### config.mk
export PLATFORM = sky130hd
export DESIGN_NAME = charger_presence_supervisor_top
export DESIGN_NICKNAME = d
export VERILOG_FILES = /design/src/sv/cps_pkg.sv /design/src/sv/charger_presence_supervisor_top.sv /design/src/sv/cps_cfg_regs.sv /design/src/sv/cps_core.sv
export VERILOG_INCLUDE_DIRS = /design/src /design/src/sv
export SDC_FILE = /design/constraint.sdc
export NUM_CORES = 1
export LEC_CHECK = 0
export BUFFER_PORTS_ARGS = -buffer_cell sky130_fd_sc_hd__buf_2
export CAP_MARGIN = 25
export CELL_PAD_IN_SITES_DETAIL_PLACEMENT = 1
export CELL_PAD_IN_SITES_GLOBAL_PLACEMENT = 1
export CORE_MARGIN = 1
export CORE_UTILIZATION = 39
export CTS_BUF_LIST = sky130_fd_sc_hd__clkbuf_16
export DETAILED_ROUTE_END_ITERATION = 8
export PLACE_DENSITY = 0.81
export RECOVER_POWER = 100
export SLEW_MARGIN = 20
export SYNTH_ARGS = -nofsm -noshare
export SYNTH_HDL_FRONTEND = slang
export SYNTH_SLANG_ARGS = --single-unit
### constraint.sdc
create_clock -name clk -period 3.25 [get_ports clk]
set_input_delay 0.65 -clock clk [delete_from_list [all_inputs] [get_ports clk]]
set_output_delay 0.65 -clock clk [all_outputs]
set_load 0.02 [all_outputs]
### src/sv/charger_presence_supervisor_top_defines.svh
// Assertion macros used by the supervisor top-level RTL.
`ifndef CHARGER_PRESENCE_SUPERVISOR_TOP_DEFINES_SVH
`define CHARGER_PRESENCE_SUPERVISOR_TOP_DEFINES_SVH

// Same-cycle implication, clocked on clk, off during reset.
`define CPS_ASSERT(lbl, ante, cons, msg) \
  lbl: assert property (@(posedge clk) disable iff (!rst_n) (ante) |-> (cons)) \
    else $error(msg);

// Next-cycle implication, clocked on clk, off during reset.
`define CPS_ASSERT_NEXT(lbl, ante, cons, msg) \
  lbl: assert property (@(posedge clk) disable iff (!rst_n) (ante) |=> (cons)) \
    else $error(msg);

`endif

### src/sv/cps_pkg.sv
package cps_pkg;

  localparam int ELAPSED_BITS = 8;
  localparam logic [ELAPSED_BITS-1:0] ELAPSED_MAX = {ELAPSED_BITS{1'b1}};
  localparam int CMP_W = (ELAPSED_BITS > 8) ? ELAPSED_BITS : 8;

  localparam int MV_W = 14;
  localparam int CFG_IDX_W = 3;
  localparam int CFG_DATA_W = 14;

  typedef enum logic [1:0] {
    SRC_LINE = 2'd0,
    SRC_USB  = 2'd1,
    SRC_BAT  = 2'd2
  } src_t;

  localparam logic [1:0] ST_IDLE = 2'd0;
  localparam logic [1:0] ST_PRE  = 2'd1;
  localparam logic [1:0] ST_FAST = 2'd2;
  localparam logic [1:0] ST_DONE = 2'd3;

  localparam logic [2:0] NTC_COLD = 3'd1;
  localparam logic [2:0] NTC_HOT  = 3'd2;

  localparam logic [1:0] CFLT_INPUT   = 2'd1;
  localparam logic [1:0] CFLT_THERMAL = 2'd2;
  localparam logic [1:0] CFLT_TIMER   = 2'd3;

  localparam logic [2:0] FLT_NONE    = 3'd0;
  localparam logic [2:0] FLT_OVP     = 3'd1;
  localparam logic [2:0] FLT_TIMER   = 3'd2;
  localparam logic [2:0] FLT_COLD    = 3'd3;
  localparam logic [2:0] FLT_HOT     = 3'd4;
  localparam logic [2:0] FLT_INPUT   = 3'd5;
  localparam logic [2:0] FLT_THERMAL = 3'd6;
  localparam logic [2:0] FLT_NO_BAT  = 3'd7;

  localparam logic [3:0] SHORT_MAX = 4'd15;

  typedef enum logic [CFG_IDX_W-1:0] {
    REG_LINE_TH    = 3'd0,
    REG_USB_TH     = 3'd1,
    REG_OTG_WARN   = 3'd2,
    REG_PRESENT_TH = 3'd3,
    REG_SHORT_TK   = 3'd4,
    REG_SHORT_LIM  = 3'd5,
    REG_RECHECK    = 3'd6
  } cfg_reg_t;

  typedef struct packed {
    logic [MV_W-1:0] line_threshold_mv;
    logic [MV_W-1:0] usb_threshold_mv;
    logic [MV_W-1:0] otg_vbus_warn_mv;
    logic [MV_W-1:0] present_threshold_mv;
    logic [7:0]      short_charge_ticks;
    logic [3:0]      short_cycle_limit;
    logic [3:0]      recheck_period;
  } cps_cfg_t;

  typedef struct packed {
    logic            vbus_is_otg;
    logic [1:0]      charge_status;
    logic [MV_W-1:0] vbus_mv;
    logic [MV_W-1:0] vbat_mv;
    logic            bat_overvoltage;
    logic            watchdog_expired;
    logic [2:0]      thermistor_code;
    logic [1:0]      charge_fault;
  } cps_in_t;

  typedef struct packed {
    logic [1:0] power_source;
    logic       battery_present;
    logic       enable_write;
    logic       charge_enable;
    logic       load_enable;
    logic       otg_load_off;
    logic       vbus_inconsistent;
    logic       is_charging;
    logic [2:0] fault_code;
  } cps_out_t;

endpackage

### src/sv/charger_presence_supervisor_top.sv
// Charger presence supervisor.
// Feed one input word per status tick on in_valid / in_stall: the charger's
// OTG flag, charge status, VBUS and VBAT readings and fault bits. Each word
// yields exactly one result word on out_valid / out_stall: power source,
// battery presence, enable write and values, OTG load-off, VBUS
// inconsistency, charging flag and the prioritized fault code.
// Path: an accepted word lands in the input register and, once the result
// register is free or being taken, its result is registered there and
// out_valid rises. Throughput is one word per cycle while out_stall is low;
// the single pass from input register through the compare/count logic to
// the result register sets that figure.
// Stall: a held result blocks the output register; one more word is still
// taken into the input register, and in_stall rises only once that is full.
// Reset (rst_n low, synchronous): thresholds return to their defaults,
// supervisor state clears with the battery assumed present, both registers
// empty. cfg_we writes register cfg_index; write only while idle.
`include "charger_presence_supervisor_top_defines.svh"

module charger_presence_supervisor_top
  import cps_pkg::*;
(
  input  logic                  clk,
  input  logic                  rst_n,
  input  logic                  in_valid,
  output logic                  in_stall,
  input  cps_in_t               in_data,
  output logic                  out_valid,
  input  logic                  out_stall,
  output cps_out_t              out_data,
  input  logic                  cfg_we,
  input  logic [CFG_IDX_W-1:0]  cfg_index,
  input  logic [CFG_DATA_W-1:0] cfg_wdata
);

  cps_cfg_t cfg;
  cps_in_t  in_data_r;
  logic     in_valid_r;
  cps_out_t result;
  cps_out_t out_data_r;
  logic     out_valid_r;
  logic     adv;
  logic     in_take;

  cps_cfg_regs u_cfg (
    .clk       (clk),
    .rst_n     (rst_n),
    .cfg_we    (cfg_we),
    .cfg_index (cfg_index),
    .cfg_wdata (cfg_wdata),
    .cfg       (cfg)
  );

  // a word moves on when the result register is empty or being drained
  assign adv      = in_valid_r && (!out_valid_r || !out_stall);
  assign in_stall = in_valid_r && !adv;
  assign in_take  = in_valid && !in_stall;

  cps_core u_core (
    .clk    (clk),
    .rst_n  (rst_n),
    .adv    (adv),
    .item   (in_data_r),
    .cfg    (cfg),
    .result (result)
  );

  // input register
  always_ff @(posedge clk) begin
    if (!rst_n) begin
      in_valid_r <= 1'b0;
    end else if (in_take) begin
      in_valid_r <= 1'b1;
    end else if (adv) begin
      in_valid_r <= 1'b0;
    end
  end

  always_ff @(posedge clk) begin
    if (in_take) begin
      in_data_r <= in_data;
    end
  end

  // result register
  always_ff @(posedge clk) begin
    if (!rst_n) begin
      out_valid_r <= 1'b0;
    end else if (adv) begin
      out_valid_r <= 1'b1;
    end else if (!out_stall) begin
      out_valid_r <= 1'b0;
    end
  end

  always_ff @(posedge clk) begin
    if (adv) begin
      out_data_r <= result;
    end
  end

  assign out_valid = out_valid_r;
  assign out_data  = out_data_r;

  `CPS_ASSERT(a_absent_fault, out_valid_r && !out_data_r.battery_present, out_data_r.fault_code == FLT_NO_BAT, "absent battery without no-battery fault")
  `CPS_ASSERT(a_loadoff_src, out_valid_r && out_data_r.otg_load_off, out_data_r.power_source == SRC_BAT && !out_data_r.enable_write && !out_data_r.load_enable || out_data_r.enable_write, "OTG load-off outside battery source")
  `CPS_ASSERT(a_incons_src, out_valid_r && out_data_r.vbus_inconsistent, out_data_r.power_source == SRC_BAT, "VBUS inconsistency outside OTG")
  `CPS_ASSERT_NEXT(a_adv_out, adv, out_valid_r, "advanced word did not reach result register")

endmodule

### src/sv/cps_cfg_regs.sv
module cps_cfg_regs
  import cps_pkg::*;
(
  input  logic                  clk,
  input  logic                  rst_n,
  input  logic                  cfg_we,
  input  logic [CFG_IDX_W-1:0]  cfg_index,
  input  logic [CFG_DATA_W-1:0] cfg_wdata,
  output cps_cfg_t              cfg
);

  cps_cfg_t cfg_r;

  always_ff @(posedge clk) begin
    if (!rst_n) begin
      cfg_r.line_threshold_mv    <= 14'd4900;
      cfg_r.usb_threshold_mv     <= 14'd4200;
      cfg_r.otg_vbus_warn_mv     <= 14'd3500;
      cfg_r.present_threshold_mv <= 14'd3000;
      cfg_r.short_charge_ticks   <= 8'd15;
      cfg_r.short_cycle_limit    <= 4'd3;
      cfg_r.recheck_period       <= 4'd4;
    end else if (cfg_we) begin
      unique case (cfg_reg_t'(cfg_index))
        REG_LINE_TH:    cfg_r.line_threshold_mv    <= cfg_wdata;
        REG_USB_TH:     cfg_r.usb_threshold_mv     <= cfg_wdata;
        REG_OTG_WARN:   cfg_r.otg_vbus_warn_mv     <= cfg_wdata;
        REG_PRESENT_TH: cfg_r.present_threshold_mv <= cfg_wdata;
        REG_SHORT_TK:   cfg_r.short_charge_ticks   <= cfg_wdata[7:0];
        REG_SHORT_LIM:  cfg_r.short_cycle_limit    <= cfg_wdata[3:0];
        REG_RECHECK:    cfg_r.recheck_period       <= cfg_wdata[3:0];
        default: ;  // unmapped index: dropped
      endcase
    end
  end

  assign cfg = cfg_r;

endmodule

### src/sv/cps_core.sv
module cps_core
  import cps_pkg::*;
(
  input  logic     clk,
  input  logic     rst_n,
  input  logic     adv,
  input  cps_in_t  item,
  input  cps_cfg_t cfg,
  output cps_out_t result
);

  logic [1:0]              source_r, source_nxt;
  logic                    otg_seen_r, otg_seen_nxt;
  logic [1:0]              prev_status_r, prev_status_nxt;
  logic [ELAPSED_BITS-1:0] elapsed_r, elapsed_nxt;
  logic [3:0]              short_r, short_nxt;
  logic                    present_r, present_nxt;
  logic [3:0]              recheck_r, recheck_nxt;
  logic                    chg_en_r, chg_en_nxt;
  logic                    load_en_r, load_en_nxt;

  logic       wrote, load_off, incons;
  logic [2:0] fault;
  logic [4:0] rc_plus;

  always_comb begin
    source_nxt      = source_r;
    otg_seen_nxt    = otg_seen_r;
    prev_status_nxt = prev_status_r;
    short_nxt       = short_r;
    present_nxt     = present_r;
    chg_en_nxt      = chg_en_r;
    load_en_nxt     = load_en_r;
    wrote           = 1'b0;
    load_off        = 1'b0;
    incons          = 1'b0;
    fault           = FLT_NONE;
    rc_plus         = {1'b0, recheck_r} + 5'd1;

    // tick ages the current cycle first
    elapsed_nxt = (elapsed_r < ELAPSED_MAX) ? elapsed_r + 1'b1 : elapsed_r;

    // source classification; low VBUS keeps the last source
    if (item.vbus_is_otg) begin
      if (!otg_seen_r) begin
        otg_seen_nxt = 1'b1;
        load_off     = 1'b1;
        load_en_nxt  = 1'b0;
      end
      source_nxt = SRC_BAT;
      incons     = item.vbus_mv > cfg.otg_vbus_warn_mv;
    end else begin
      otg_seen_nxt = 1'b0;
      if (item.vbus_mv > cfg.line_threshold_mv) begin
        source_nxt = SRC_LINE;
      end else if (item.vbus_mv > cfg.usb_threshold_mv) begin
        source_nxt = SRC_USB;
      end
    end

    // charge-cycle tracking, only while externally powered
    if (source_nxt != SRC_BAT) begin
      if (item.charge_status != prev_status_r) begin
        prev_status_nxt = item.charge_status;
        case (item.charge_status)
          ST_DONE: begin
            if (CMP_W'(elapsed_nxt) < CMP_W'(cfg.short_charge_ticks)) begin
              if (short_r >= cfg.short_cycle_limit) begin
                present_nxt = 1'b0;
                load_en_nxt = 1'b1;
                chg_en_nxt  = 1'b0;
                wrote       = 1'b1;
              end
              if (short_r < SHORT_MAX) begin
                short_nxt = short_r + 4'd1;
              end
            end
          end
          ST_FAST: elapsed_nxt = '0;
          ST_PRE: begin
            elapsed_nxt = '0;
            short_nxt   = 4'd0;
          end
          default: short_nxt = 4'd0;
        endcase
      end
    end else begin
      present_nxt = 1'b1;
    end

    // periodic presence recheck; its enables win over an absence write
    if (rc_plus >= {1'b0, cfg.recheck_period}) begin
      recheck_nxt = 4'd0;
      if (!present_nxt) begin
        elapsed_nxt = '0;
        load_en_nxt = 1'b1;
        if (item.vbat_mv > cfg.present_threshold_mv) begin
          chg_en_nxt  = 1'b1;
          present_nxt = 1'b1;
        end else begin
          chg_en_nxt = 1'b0;
        end
      end else begin
        chg_en_nxt  = 1'b1;
        load_en_nxt = 1'b0;
      end
      wrote = 1'b1;
    end else begin
      recheck_nxt = rc_plus[3:0];
    end

    if (item.bat_overvoltage)                   fault = FLT_OVP;
    else if (item.watchdog_expired)             fault = FLT_TIMER;
    else if (item.thermistor_code == NTC_COLD)  fault = FLT_COLD;
    else if (item.thermistor_code == NTC_HOT)   fault = FLT_HOT;
    else if (item.charge_fault == CFLT_INPUT)   fault = FLT_INPUT;
    else if (item.charge_fault == CFLT_THERMAL) fault = FLT_THERMAL;
    else if (item.charge_fault == CFLT_TIMER)   fault = FLT_TIMER;
    if (!present_nxt) fault = FLT_NO_BAT;

    result.power_source      = source_nxt;
    result.battery_present   = present_nxt;
    result.enable_write      = wrote;
    result.charge_enable     = chg_en_nxt;
    result.load_enable       = load_en_nxt;
    result.otg_load_off      = load_off;
    result.vbus_inconsistent = incons;
    result.is_charging       = (item.charge_status == ST_PRE) ||
                               (item.charge_status == ST_FAST);
    result.fault_code        = fault;
  end

  always_ff @(posedge clk) begin
    if (!rst_n) begin
      source_r      <= SRC_LINE;
      otg_seen_r    <= 1'b0;
      prev_status_r <= ST_IDLE;
      elapsed_r     <= '0;
      short_r       <= 4'd0;
      present_r     <= 1'b1;
      recheck_r     <= 4'd0;
      chg_en_r      <= 1'b0;
      load_en_r     <= 1'b0;
    end else if (adv) begin
      source_r      <= source_nxt;
      otg_seen_r    <= otg_seen_nxt;
      prev_status_r <= prev_status_nxt;
      elapsed_r     <= elapsed_nxt;
      short_r       <= short_nxt;
      present_r     <= present_nxt;
      recheck_r     <= recheck_nxt;
      chg_en_r      <= chg_en_nxt;
      load_en_r     <= load_en_nxt;
    end
  end

endmodule

==> flow_summary.ini <==
[status]
outcome = completed

[global_route]
overflow = 0
track_usage = 0.207
grt_start_max_net_pins = 45
antenna_found_initial = 0
grt_pass1_vias = 6240
grt_pass1_wl_mm = 31.6

[sta]
layout_setup_ws_ns = 0.126
relSlewSlack = 0.0638
max_freq_mhz = 320
worst_pin_slew_ns = 1.40
rsz0062_at_grt = no
hold_viol_final = 0
final.min_clock_period_ns = 3.12
tns_ns = 0
skew_ns = 0.00662
maxSlewViolCount = 0
finalSetupViolCount = 0
period_share = 0.961

[clocking]
clock_latency_ns = 0.43
cts_hold_buf = 0
cts.sinks = 148
cts_root_buffer = clkbuf_16
cts_buffers = 17
cts_setup_buffers = 0
cts_resized = 0
cts_tree = done
htreeDepth = 4
path_clk_slew_ns = 0.06
cts_buffer_depth = 2

[worst_setup_path]
cp_max_fo = 5
path_cells = ha_4, nand3_1, or2_1, mux2_2, ha_1, o21a_1, o21a_1, o21ai_0, a31oi_1, or3_4, a211o_4, o21a_1
crit_path_start_kind = flop
critPathSlowestCell = or3_4
reg2reg_depth = 12
required_ns = 3.57
cp.arrival_ns = 3.44
max_stage_delay_ns = 0.45
crit_type = reg2reg
critPathMostFrequentCell = o21a_1
end_kind = flop

[cells_and_area]
fin_util = 0.470
insertedDiodeCount = 0
area_growth_pct = 18.0
multiInputGateArea_um2 = 3630
final-seq-area_um2 = 3470
nets = 1014
drive_above_1_share = 0.134
fill_cells = 2126

[pwr]
power_uw = 4520
cellPowerDensity_nw_per_um2 = 514
ir_worst_vdd_v = 0.000427
power.leakage_uw = 0.00369

[drt]
drc = 0
met1_length_mm = 8.83
vias = 5938
wirelength_mm = 19.2
drt_iter0_drc = 226
wl_met2_mm = 9.57
ant_nets = 0
via_per_inst = 5.29
dr.pass1.iters = 4
top_layer = met4
wl_per_cell_um = 17.1
met3_length_um = 550

[synthesis]
syn_area_per_cell_um2 = 9.45
synth.ff_latch_count = 148
synth-edff-count = 50
synth_cells = 789
yosys_warnings = 0
async_flop_share = 0
syn-cell-area_um2 = 7460
synth-main-ff-cell = dfxtp_1
yosysSeqAreaShare = 0.464
synth.distinct_cells = 57
syn-num-nets = 928

[placement]
place_hpwl_mm = 13.7
place_ws_ns = 0.0226
portBuffers = 73
globalplace.congestion = 0.830

[floorplanning]
placementRows = 50
die-area_um2 = 19700
core_um2 = 18700
io_pins = 74
die_w_um = 140
fp.dieH_um = 140
initial_core_util = 0.399

[min_path]
min_path_cells = 1
worst_hold_path_type = in2reg

[run]
drv_cap = 0
==> metrics by stage <==
step | std cells | cell area [µm²] | hold WS, ns
floorplan | 789 | 7460 | 0.441
global placement | 1090 | 8180 | 0.450
detailed placement | 1090 | 8180 | 0.456
CTS | 1122 | 8820 | 0.376
global route | 1122 | 8800 | 0.379
finish | 1122 | 8800 | 0.390
==> cell families after synthesis <==
| family | share of synthesized area |
|---|---|
| buf+inv | 0.0554 |
| fa+ha+maj | 0.133 |
| xor+xnor | 0.0139 |
| mux | 0.0163 |
| compound gates | 0.155 |
| flops | 0.464 |
| simple gates | 0.162 |
==> state kept, by name (all words and copies together) (netlist names) <==
register / count
in_valid_r: 1
u_core.recheck_r: 4
u_core.load_en_r: 1
u_core.prev_status_r: 2
u_core.source_r: 2
out_data: 12
u_core.chg_en_r: 1
u_cfg.cfg: 72
u_core.elapsed_r: 8
out_valid: 1
u_core.present_r: 1
in_data_r: 38
u_core.otg_seen_r: 1
u_core.short_r: 4
==> final cells by class <==
class / count / area share
tap: 234 / 0.0333
clock buffer: 22 / 0.0626
sequential: 148 / 0.394
timing repair buffer: 90 / 0.0505
clock inverter: 10 / 0.0105
inverter: 84 / 0.0358
multi-input combinational: 534 / 0.413
==> path summary, 6_finish.rpt <==
path,from,end,slack [ns]
setup / recovery,u_core.elapsed_r[1]$_SDFFE_PN0P_,u_core.present_r$_SDFFE_PN1P_,0.13
hold / removal,in_data[7],in_data_r[7]$_DFFE_PP_,0.39
setup reg to reg,u_core.elapsed_r[1]$_SDFFE_PN0P_,u_core.present_r$_SDFFE_PN1P_,0.13
hold reg to reg,u_cfg.cfg[45]$_SDFFE_PN0P_,u_cfg.cfg[45]$_SDFFE_PN0P_,0.47
==> metal layers <==
| layer | global-route usage | vias to the layer above |
|---|---|---|
| met4 | 0.0752 | 0 |
| met2 | 0.361 | 87 |
| li1 | - | 2908 |
| met3 | 0.0362 | 23 |
| met1 | 0.257 | 2920 |
| met5 | 0 | - |
==> worst max-delay path, delay by kind of cell, from the launching register on <==
kind,cells,cell delay [ns]
AOI/OAI and AO/OA,6,1.18
and+or+nand+nor,3,0.75
adders and majority gates,2,0.42
muxes,1,0.30
DFF,1,0.37
==> Yosys cell counts, drive strengths merged (3+ instances only) <==
library cell,n,area (µm²)
clkbuf,21,78.8
ha,79,988
o21ai,25,129
and2,3,18.8
o21a,8,60.1
edfxtp,50,1500
nand3,27,135
nand2,146,548
and3,3,18.8
o31a,3,26.3
a21boi,50,375
a31o,3,26.3
nor3,6,35.0
mux2i,11,110
o211ai,28,210
nor2b,19,119
nand4,12,75.1
xnor2,9,86.3
a21oi,28,140
nor4,3,25.0
a21o,5,37.5
nand2b,7,43.8
inv,84,315
dfxtp,98,1960
nor2,28,105
==> cells in the final DEF, fill, tap and decap left out, types with 3 or more instances in the layout <==
master,Yosys,final
mux2i_1,11,11
o21ai_0,23,23
o31a_1,3,3
clkbuf_1,21,23
a21boi_1,7,3
nor2b_1,19,18
inv_1,83,86
xnor2_1,8,8
nand3_1,27,27
nor2_1,28,28
nand2_1,146,146
o21a_1,8,8
nand4_1,12,12
a21oi_1,28,28
nand2b_1,7,7
nor3_2,1,3
nor3_1,5,3
dfxtp_1,98,94
and3_1,3,3
a21boi_0,43,47
o211ai_1,28,28
clkbuf_16,0,22
edfxtp_1,50,50
dfxtp_2,0,4
buf_2,0,56
buf_4,1,9
a21o_1,5,5
ha_1,79,78
==> power by group <==
| part | internal (µW) | switching, µW | total (µW) |
|---|---|---|---|
| logic | 150 | 237 | 387 |
| registers | 1990 | 39.7 | 2030 |
| clock network | 1340 | 764 | 2110 |
Note: power is estimated with default switching activity, not from simulation.
